==> src/rtl/scl_pkg.sv <==
// ---------------------------------------------------------------------------
// scl_pkg - shared types and constants for the sorted character list
// Store size, count width, beat payloads and the cell control bundle.
// ---------------------------------------------------------------------------
package scl_pkg;

    localparam int CAPACITY = 16;
    localparam int CNT_W    = $clog2(CAPACITY + 1);
    localparam int COUNT_W  = 5;

    typedef enum logic [1:0] {
        ST_DONE      = 2'd0,
        ST_NOT_FOUND = 2'd1,
        ST_FULL      = 2'd2
    } status_t;

    typedef enum logic {
        ACT_INSERT = 1'b0,
        ACT_DELETE = 1'b1
    } action_t;

    typedef struct packed {
        action_t           action;
        logic signed [7:0] value;
    } cmd_t;

    typedef struct packed {
        status_t              status;
        logic [COUNT_W-1:0]   entry_count;
        logic                 is_empty;
    } rsp_t;

    // broadcast to every cell
    typedef struct packed {
        logic              wr_en;
        action_t           action;
        logic signed [7:0] value;
    } cell_ctl_t;

endpackage

==> src/rtl/scl_cell.sv <==
// ---------------------------------------------------------------------------
// scl_cell - one slot of the sorted character list
// Holds one entry, compares it against the broadcast value and takes the
// broadcast value or a neighbour's entry when the list opens or closes.
// ---------------------------------------------------------------------------
module scl_cell (
    input  logic                     clk,
    input  scl_pkg::cell_ctl_t       ctl,
    input  logic                     occupied,
    input  logic                     left_gt,
    input  logic signed [7:0]        left_entry,
    input  logic signed [7:0]        right_entry,
    input  logic                     found_in,
    output logic                     gt,
    output logic                     found_out,
    output logic signed [7:0]        entry
);
    import scl_pkg::*;

    logic signed [7:0] entry_reg;
    logic signed [7:0] entry_next;
    logic              eq;

    // entries are ascending, so gt forms a prefix of the row
    assign gt        = occupied && (ctl.value > entry_reg);
    assign eq        = occupied && (ctl.value == entry_reg);
    assign found_out = found_in | eq;
    assign entry     = entry_reg;

    always_comb
    begin
        entry_next = entry_reg;
        if (ctl.wr_en && !gt)
        begin
            case (ctl.action)
                ACT_INSERT:
                begin
                    if (left_gt)
                        entry_next = ctl.value;
                    else
                        entry_next = left_entry;
                end
                ACT_DELETE: entry_next = right_entry;
                default:    entry_next = entry_reg;
            endcase
        end
    end

    always_ff @(posedge clk)
    begin
        entry_reg <= entry_next;
    end

endmodule

==> src/rtl/sorted_char_list.sv <==
// ---------------------------------------------------------------------------
// sorted_char_list - bounded ascending store of signed characters
// Insert and delete of signed 8-bit values over a row of compare cells.
// ---------------------------------------------------------------------------
// One command beat in, one response beat out, one beat per clock sustained.
// Every slot compares the broadcast value against its entry in the same
// cycle, so an insert or delete completes in the cycle it is accepted and
// its response appears on rsp in the next cycle; the only thing that holds
// cmd back is a full response register whose beat rsp_stall refuses. An
// insert lands before the first entry not smaller than it (ahead of any
// equal entries); a full store refuses it with ST_FULL. A delete
// removes the lowest-positioned equal entry or answers ST_NOT_FOUND. Each
// response carries the count after the operation and an empty flag. No
// clearing pass follows reset: slots beyond the count are never looked at.
// ---------------------------------------------------------------------------
module sorted_char_list (
    input  logic           clk,
    input  logic           rst_n,
    input  logic           cmd_valid,
    output logic           cmd_stall,
    input  scl_pkg::cmd_t  cmd,
    output logic           rsp_valid,
    input  logic           rsp_stall,
    output scl_pkg::rsp_t  rsp
);
    import scl_pkg::*;

    logic [CNT_W-1:0]  count_reg;
    logic [CNT_W-1:0]  count_next;
    logic              rsp_valid_reg;
    logic              rsp_valid_next;
    rsp_t              rsp_reg;
    rsp_t              rsp_next;

    logic              cmd_acc;
    logic              full;
    logic              found;
    logic              do_ins;
    logic              do_del;
    cell_ctl_t         ctl;

    logic [CAPACITY-1:0]      occ;
    logic [CAPACITY-1:0]      gt;
    logic [CAPACITY:0]        found_chain;
    logic signed [7:0]        entry [CAPACITY];

    // response register frees the command side whenever it is empty or drains
    assign cmd_stall = rsp_valid_reg && rsp_stall;
    assign cmd_acc   = cmd_valid && !cmd_stall;

    assign full   = (count_reg == CNT_W'(CAPACITY));
    assign found  = found_chain[CAPACITY];
    assign do_ins = (cmd.action == ACT_INSERT) && !full;
    assign do_del = (cmd.action == ACT_DELETE) && found;

    assign ctl.wr_en  = cmd_acc && (do_ins || do_del);
    assign ctl.action = cmd.action;
    assign ctl.value  = cmd.value;

    // first-match flag ripples along the row
    assign found_chain[0] = 1'b0;

    genvar gi;
    generate
        for (gi = 0; gi < CAPACITY; gi++)
        begin : g_cell
            logic              left_gt;
            logic signed [7:0] left_entry;
            logic signed [7:0] right_entry;

            assign occ[gi] = (CNT_W'(gi) < count_reg);

            if (gi == 0)
            begin : g_head
                assign left_gt    = 1'b1;
                assign left_entry = cmd.value;
            end
            else
            begin : g_body
                assign left_gt    = gt[gi-1];
                assign left_entry = entry[gi-1];
            end

            if (gi == CAPACITY - 1)
            begin : g_tail
                assign right_entry = entry[gi];
            end
            else
            begin : g_mid
                assign right_entry = entry[gi+1];
            end

            scl_cell u_cell (
                .clk         (clk),
                .ctl         (ctl),
                .occupied    (occ[gi]),
                .left_gt     (left_gt),
                .left_entry  (left_entry),
                .right_entry (right_entry),
                .found_in    (found_chain[gi]),
                .gt          (gt[gi]),
                .found_out   (found_chain[gi+1]),
                .entry       (entry[gi])
            );
        end
    endgenerate

    always_comb
    begin
        count_next     = count_reg;
        rsp_valid_next = rsp_valid_reg && rsp_stall;
        rsp_next       = rsp_reg;
        if (cmd_acc)
        begin
            rsp_valid_next = 1'b1;
            case (cmd.action)
                ACT_INSERT:
                begin
                    if (full)
                        rsp_next.status = ST_FULL;
                    else
                    begin
                        rsp_next.status = ST_DONE;
                        count_next      = count_reg + CNT_W'(1);
                    end
                end
                ACT_DELETE:
                begin
                    if (found)
                    begin
                        rsp_next.status = ST_DONE;
                        count_next      = count_reg - CNT_W'(1);
                    end
                    else
                        rsp_next.status = ST_NOT_FOUND;
                end
                default: rsp_next.status = ST_NOT_FOUND;
            endcase
            rsp_next.entry_count = COUNT_W'(count_next);
            rsp_next.is_empty    = (count_next == '0);
        end
    end

    always_ff @(posedge clk or negedge rst_n)
    begin
        if (!rst_n)
        begin
            count_reg     <= '0;
            rsp_valid_reg <= 1'b0;
        end
        else
        begin
            count_reg     <= count_next;
            rsp_valid_reg <= rsp_valid_next;
        end
    end

    // payload, no reset
    always_ff @(posedge clk)
    begin
        rsp_reg <= rsp_next;
    end

    assign rsp_valid = rsp_valid_reg;
    assign rsp       = rsp_reg;

    // -----------------------------------------------------------------------
    // checks
    // -----------------------------------------------------------------------
    a_count_bound: assert property (@(posedge clk) disable iff (!rst_n)
        count_reg <= CNT_W'(CAPACITY))
        else $error("entry count beyond capacity");

    a_refused_holds: assert property (@(posedge clk) disable iff (!rst_n)
        (cmd_acc && (cmd.action == ACT_INSERT) && full) |=> $stable(count_reg))
        else $error("refused insert changed the count");

    a_beat_answered: assert property (@(posedge clk) disable iff (!rst_n)
        cmd_acc |=> rsp_valid)
        else $error("accepted command gave no response");

    a_empty_flag: assert property (@(posedge clk) disable iff (!rst_n)
        rsp_valid |-> (rsp.is_empty == (count_reg == '0)))
        else $error("empty flag disagrees with stored count");

endmodule
==> config.mk <==
export PLATFORM = sky130hd
export DESIGN_NAME = sorted_char_list
export DESIGN_NICKNAME = d
export VERILOG_FILES = /design/src/rtl/scl_pkg.sv /design/src/rtl/scl_cell.sv /design/src/rtl/sorted_char_list.sv
export SDC_FILE = /design/constraint.sdc
export NUM_CORES = 1
export LEC_CHECK = 0
export ABC_AREA = 1
export BUFFER_PORTS_ARGS = -buffer_cell sky130_fd_sc_hd__buf_4
export CAP_MARGIN = 0
export CORE_MARGIN = 10
export CORE_UTILIZATION = 60
export CTS_BUF_LIST = sky130_fd_sc_hd__clkbuf_2
export CTS_CLUSTER_DIAMETER = 80
export DETAILED_ROUTE_END_ITERATION = 10
export HOLD_SLACK_MARGIN = 0.1
export MAX_ROUTING_LAYER = met4
export PLACE_DENSITY_LB_ADDON = 0.2
export SETUP_SLACK_MARGIN = 0.5
export SYNTH_ARGS = -nofsm -noshare
export SYNTH_HDL_FRONTEND = slang
export SYNTH_SLANG_ARGS = --single-unit
==> constraint.sdc <==
create_clock -name clk -period 3.66 [get_ports clk]
set_input_delay 0.366 -clock clk [delete_from_list [all_inputs] [get_ports clk]]
set_output_delay 0.366 -clock clk [all_outputs]
set_load 0.1 [all_outputs]
# Word-level counts from Yosys, hierarchy flattened
# Index checks and enable logic that the tools add are counted.
# Widths: inputs -> output; s select.
totals:
  ff_bits: 142
  input_bits: 13
  ram_bits: 0
  memories: 0
  word_cells: 201
  out_inout_bits: 10
  latch_bits: 0
  rom_bits: 0
op_classes:
  n_reduce_logical: 74
  div_mod_pow: 0
  n_bitwise: 16
  order_cmp: 32
  n_eq_ne: 17
  shifts: 0
  n_mux: 39
  multipliers: 0
  addsub: 2
ops:
  columns: ["operator", "n"]
  rows:
  - ["$pmux 8 s2", 15]
  - ["$eq 8x8->1", 16]
  - ["$gt 8x8->1", 16]
  - ["$mux 8", 16]
  - ["$logic_and 1x1->1", 53]
  - ["$lt 4x5->1 const A", 8]
  - ["$lt 3x5->1 const A", 4]
  - ["$logic_not 1->1", 18]
  - ["$mux 5", 3]
  - ["$or 1x1->1", 15]
  - ["$lt 1x5->1 const A", 2]
  - ["$lt 2x5->1 const A", 2]
  - ["$pmux 5 s2", 1]
  - ["$add 5x1->5 const B", 1]
  - ["$eq 5x5->1 const B", 1]
  - ["$logic_not 5->1", 1]
  - ["$sub 5x1->5 const B", 1]
  - ["$pmux 2 s2", 1]
  - ["$mux 1", 2]
  - ["$mux 2", 1]
  - ["$reduce_and 2->1", 1]
  - ["$logic_or 1x1->1", 1]
  - ["$not 1->1", 1]

# Logic depth before layout (Yosys ltp)
logic_depth:
  ltp_word: 22
  depth_mapped: 17
  mapped_depth_nobuf: 17

# Cells and area by module
# A second synthesis with hierarchy kept.
unflattened:
  cells_unflattened: 1642
  area_unflattened_um2: 11698.7
by_module_without_submodules:
  columns: ["mod", "area_each_um2", "seq_area_each_um2", "cells_each", "instances"]
  rows:
  - ["scl_cell", 675.6, 240.2, 95, 16]
  - ["sorted_char_list", 888.4, 390.4, 122, 1]

# Least setup slack after synthesis
# No wires, ideal clock.
synth_timing:
  kind: "reg-to-reg"
  startpoint: "reg rsp_valid_reg (netlist: rsp_valid)"
  endpoint: "reg g_cell[15].u_cell.entry_reg[0], enable pin"
  t_required_ns: 3.274
  setup_time_ns: 0.386
  path_buffers: 0
  t_arrival_ns: 3.116
  path_stages_with_launch: 6
  slack_ns: 0.158
  period_less_slack_ns: 3.502
  cell_sequence: "dfrtp_1 > nand2_1 > inv_1 > nor2_1 > nand3_2 > a211oi_1"
synth_between:
  elab_chain_cells: 6
synth_rtl:
  columns: ["item", "line", "rtl"]
  rows:
  - ["start: declaration", "sorted_char_list.sv:30", "logic rsp_valid_reg;"]
  - ["start signal: assignment", "sorted_char_list.sv:154", "rsp_valid_reg <= rsp_valid_next;"]
  - ["$logic_and 1x1->1", "sorted_char_list.sv:48", "assign cmd_stall = rsp_valid_reg && rsp_stall;"]
  - ["via cmd_stall", "sorted_char_list.sv:20", "output logic cmd_stall,"]
  - ["$logic_not 1->1", "sorted_char_list.sv:49", "assign cmd_acc = cmd_valid && !cmd_stall;"]
  - ["$logic_and 1x1->1", "sorted_char_list.sv:49", null]
  - ["via cmd_acc", "sorted_char_list.sv:35", "logic cmd_acc;"]
  - ["$logic_and 1x1->1", "sorted_char_list.sv:56", "assign ctl.wr_en = cmd_acc && (do_ins || do_del);"]
  - ["$logic_and 1x1->1", "scl_cell.sv:33", "if (ctl.wr_en && !gt)"]
  - ["$reduce_and 2->1 (no line)", null, null]
  - ["end signal: assignment", "scl_cell.sv:51", "entry_reg <= entry_next;"]
  - ["end: declaration", "scl_cell.sv:20", "logic signed [7:0] entry_reg;"]
# The timed path passes the listed nets, and every way through them passes these cells.
# A chain may end at the register's enable or synchronous reset.

# Worst setup path after layout
layout_timing:
  startpoint: "in cmd[0] (netlist bit)"
  endpoint: "reg g_cell[6].u_cell.entry_reg[1], enable pin"
layout_between:
  elab_chain_cells: 21
  word_cells_on_any_way: 54
  classes_between: "order compare (1); eq/ne (16); bitwise (15); reduce/logical (22)"
layout_rtl:
  columns: ["item", "line", "rtl"]
  rows:
  - ["start: declaration", "sorted_char_list.sv:21", "input scl_pkg::cmd_t cmd,"]
  - ["$eq 8x8->1", "scl_cell.sv:26", "assign eq = occupied && (ctl.value == entry_reg);"]
  - ["$logic_and 1x1->1", "scl_cell.sv:26", null]
  - ["$or 1x1->1 (15 in a row)", "scl_cell.sv:27", "assign found_out = found_in | eq;"]
  - ["$logic_and 1x1->1", "sorted_char_list.sv:54", "assign do_del = (cmd.action == ACT_DELETE) && found;"]
  - ["$logic_or 1x1->1", "sorted_char_list.sv:56", null]
  - ["$logic_and 1x1->1", "sorted_char_list.sv:56", null]
  - ["$logic_and 1x1->1 *", "scl_cell.sv:33", null]
  - ["end signal: assignment", "scl_cell.sv:51", null]
  - ["end: declaration", "scl_cell.sv:20", null]
# Every way passes the cells marked *; elsewhere a longest branch is shown, timed or not.

==> summary.md <==
| Metric | Value |
|---|---|
| First-pass GRT wire length | `50.11 mm` |
| Crit-path cells | `dlygate4sd3_1 > buf_4 > inv_1 > buf_12 > ha_1 > nand2_1 > nor2_1 > nand2_1 > inv_1 > nand2_1 > nand2_1 > nor2_1 > nand2_2 > nor2_4 > nand3_4 > nand3_2 > buf_4 > a21oi_1 > buf_4` |
| Top-count cell post-synth | `nand2_1` |
| R2R depth | `13` |
| Pwr Density | `500.4 nW/um^2` |
| Die ar. | `24,470 sq um` |
| CP startpoint kind | `primary input` |
| Max FFs per register | `128` |
| Status | `complete, no violations` |
| Clk pwr share | `16.0%` |
| Crit end category | `flip-flop` |
| Top cells by area, synth | `edfxtp_1 37%, ha_1 15%, nand2_1 9.9%` |
| Core ar. | `18,150 sq um` |
| WL per Instance | `18.67 microns` |
| Number of buffers created by CTS | `17` |
| Pre-CTS WS | `0.5284 ns` |
| Slew margin rel. | `42.28%` |
| Antenna viol nets, final | `0` |
| Yosys top cell area share | `36.56%` |
| RD Place Congestion | `0.9585` |
| Combinational Power Share | `45.6%` |
| Global-route usage over all layers | `26.78%` |
| Yosys cell types | `41` |
| H-tree Lvls | `4` |
| Leakage | `5.630 nW` |
| Sw Ratio | `45.04%` |
| Maximum Capacitance Violations | `0` |
| WP data arrival | `3.49 ns` |
| Slowest stage delay, CP | `0.54 ns` |
| Largest net degree at the start of global routing | `86` |
| Worst setup path class | `in2reg` |
| Mapped Cells | `1,416` |
| Grt total ovfl | `0` |
| CTS tree | `built` |
| CTS sink count | `142` |
| Placed Cells incl. Taps | `1,642` |
| Primary FF master, synth | `edfxtp_1` |
| Peak supply drop | `253.8 uV` |
| RSZ-0062 raised after global routing | `false` |
| Setup WS post-layout | `0.6863 ns` |
| TNS Setup | `0 ns` |
| Met3 Wirelength | `3.041 mm` |
| Max clock buf depth | `2` |
| Syn-to-layout area delta | `6.475%` |
| CP max FO | `13` |
| Synth warnings | `0` |
| Clock Skew | `0.04038 ns` |
| Least-Margin Pin Slew | `0.8658 ns` |
| Hold_sp | `rsp_stall` |
| DRC | `0` |
| Fin nets | `1,582` |
| Net Count, Synth | `1,561` |
| FF-to-FF End | `g_cell[6].u_cell.entry[1]` |
| Minimum clock period | `2.974 ns` |
| Highest Signal Layer | `met4` |
| FFs w/ async S/R, synth | `4.225%` |
| Root Buffer | `clkbuf_2` |
| Switching power | `2.680 mW` |
| Sequential power share | `38.4%` |
| Fin cells | `1,680` |
| Final core occ | `65.53%` |
| Hold Vio Cnt, Final | `0` |
| Post-DR vias/cell | `5.957` |
| Synthesized area | `11,170 sq um` |
| Port Buffers | `22` |
| Worst-Skew Late Latency | `0.81 ns` |
| Final Max Slew Viols | `0` |
| Endpoints failing setup | `0` |
| Reg2reg setup slack | `0.78 ns` |
| Met2 wire len | `14.30 mm` |
| Vias | `10,010` |
| Clock transition at the registers of the reported paths | `0.23 ns` |
| Total Wirelength | `31.36 mm` |
| Most area-hungry cell type in the Yosys netlist | `edfxtp_1` |
| Resized Gates After CTS | `0` |
| Met1 WL | `13.00 mm` |
| Final worst path period share | `81.25%` |
| Row Count | `49` |
| Drt pass-1 iters | `6` |
| Post-synth top cells | `295 x nand2_1, 198 x inv_1, 191 x o21ai_0, 136 x edfxtp_1, 134 x a21oi_1` |
| Vias in the first global route | `9,425` |
| Seq cells post-synth | `142` |
| Pint | `3.270 mW` |
| Worst Setup EP | `g_cell[6].u_cell.entry[1]` |
| Worst EP required | `4.17 ns` |
| Register area | `4234 sq um` |
| Drt first-iter violations | `1,290` |
| Worst r2r src | `count_reg[1]` |
| Layout filler cell count | `1,601` |
| Initial Util | `61.55%` |
| Min-delay worst type | `in2reg` |
| Syn avg cell area | `7.888 sq um` |
| Crit-path slowest cell | `dlygate4sd3_1` |
| Sequential fraction of the synthesis area | `37.91%` |
| Initial antenna violation count | `1` |
| Worst setup path start | `cmd[0]` |
| Fmax | `336.3 MHz` |
| Die Y | `156.4 microns` |
| Multi-input logic area | `5948 sq um` |
| Final HPWL DP | `22.56 mm` |
| CP dominant cell by count | `nand2_1` |
| Ports | `23` |
| Die X | `156.4 microns` |
| Share of cells above drive strength 1 | `8.621%` |
| EDFF count, synth | `136` |
-- per-layer routing --
layer | vias to the layer above | global-route usage, %
met4 | 0 | 9.483
li1 | 4881 | -
met3 | 77 | 4.715
met1 | 4573 | 34.34
met2 | 477 | 41.96
met5 | - | -
-- power by group through the flow --
stage	Sequential, mW	Combinational (mW)	Clock, mW
final	2.29	2.71	0.953
after CTS	2.28	2.67	0.954
after detailed placement	2.32	2.65	0
after global placement	2.31	2.60	0
after global routing	2.31	3.06	1.00
after floorplan	2.36	1.95	0
-- critical path: cells and delay by family --
kind | cells | cell delay, ns
AOI/OAI and AO/OA | 1 | 0.15
adders and majority gates | 1 | 0.28
buffers and inverters | 7 | 1.85
and+or+nand+nor | 10 | 0.84
-- cell type report --
cell class | instances | share of cell area, %
Timing Repair Buffer | 53 | 3.556
Multi-Input combinational cell | 1021 | 50.02
Antenna cell | 1 | 0.02104
Tap cell | 229 | 2.409
Clock inverter | 14 | 1.220
Sequential cell | 142 | 35.60
Clock buffer | 18 | 0.7575
Inverter | 202 | 6.418
-- cells in the final DEF (no fill, tap or decap), drive strengths merged --
| master | synthesis | final |
|---|---|---|
| dfrtp | 6 | 6 |
| a21o | 4 | 4 |
| ha | 132 | 132 |
| nand2 | 307 | 307 |
| nor3 | 8 | 8 |
| buf | 18 | 48 |
| xor2 | 4 | 4 |
| dlygate4sd3 | 0 | 5 |
| bufinv | 0 | 2 |
| inv | 201 | 203 |
| nor2 | 98 | 98 |
| clkinvlp | 0 | 3 |
| a22oi | 1 | 1 |
| clkbuf | 33 | 18 |
| o21ai | 197 | 197 |
| a21oi | 135 | 135 |
| clkinv | 1 | 8 |
| diode | 0 | 1 |
| a211oi | 6 | 6 |
| nand4 | 7 | 7 |
| o21bai | 3 | 3 |
| edfxtp | 136 | 136 |
| a221oi | 8 | 8 |
| nand3 | 93 | 93 |
| o22ai | 2 | 2 |
| o211ai | 3 | 3 |
| o21a | 11 | 11 |
| o2111ai | 2 | 2 |
-- how the worst min path moves through the flow --
stage / endpoint / cells after the start / slack, ns
floorplan: count_reg[0] / 0 / 0.07
detailed placement: rsp_valid / 1 / 0.18
global placement: rsp_valid / 1 / 0.18
finish: count_reg[3] / 6 / 0.14
CTS: count_reg[3] / 6 / 0.10
global route: rsp[6] / 5 / 0.15
-- logic make-up after synthesis --
logic type	synth area share [%]
AND/OR/NAND/NOR	19.91
buffers and inverters	8.905
adder cells (fa/ha/maj)	14.79
XOR/XNOR	0.3136
AO/OA/AOI/OAI	18.18
flip-flops	37.91
-- per-stage QoR --
stage | hold slack (ns) | cell area (sq um) | power, mW
3_3_place_gp | 0.1848 | 11600 | 4.911
5_1_grt | 0.1518 | 11890 | 6.372
2_1_floorplan | 0.07041 | 11180 | 4.307
6_report | 0.1359 | 11890 | 5.951
3_5_place_dp | 0.1834 | 11600 | 4.970
4_1_cts | 0.1000 | 11890 | 5.902
-- repair_timing --
action	CTS	global route
hold buffers	5	0
endpoints found under the setup margin	0	0
setup buffers	0	0
endpoints found under the hold margin	29	0
No activity file was read; power rests on OpenSTA's default activity.
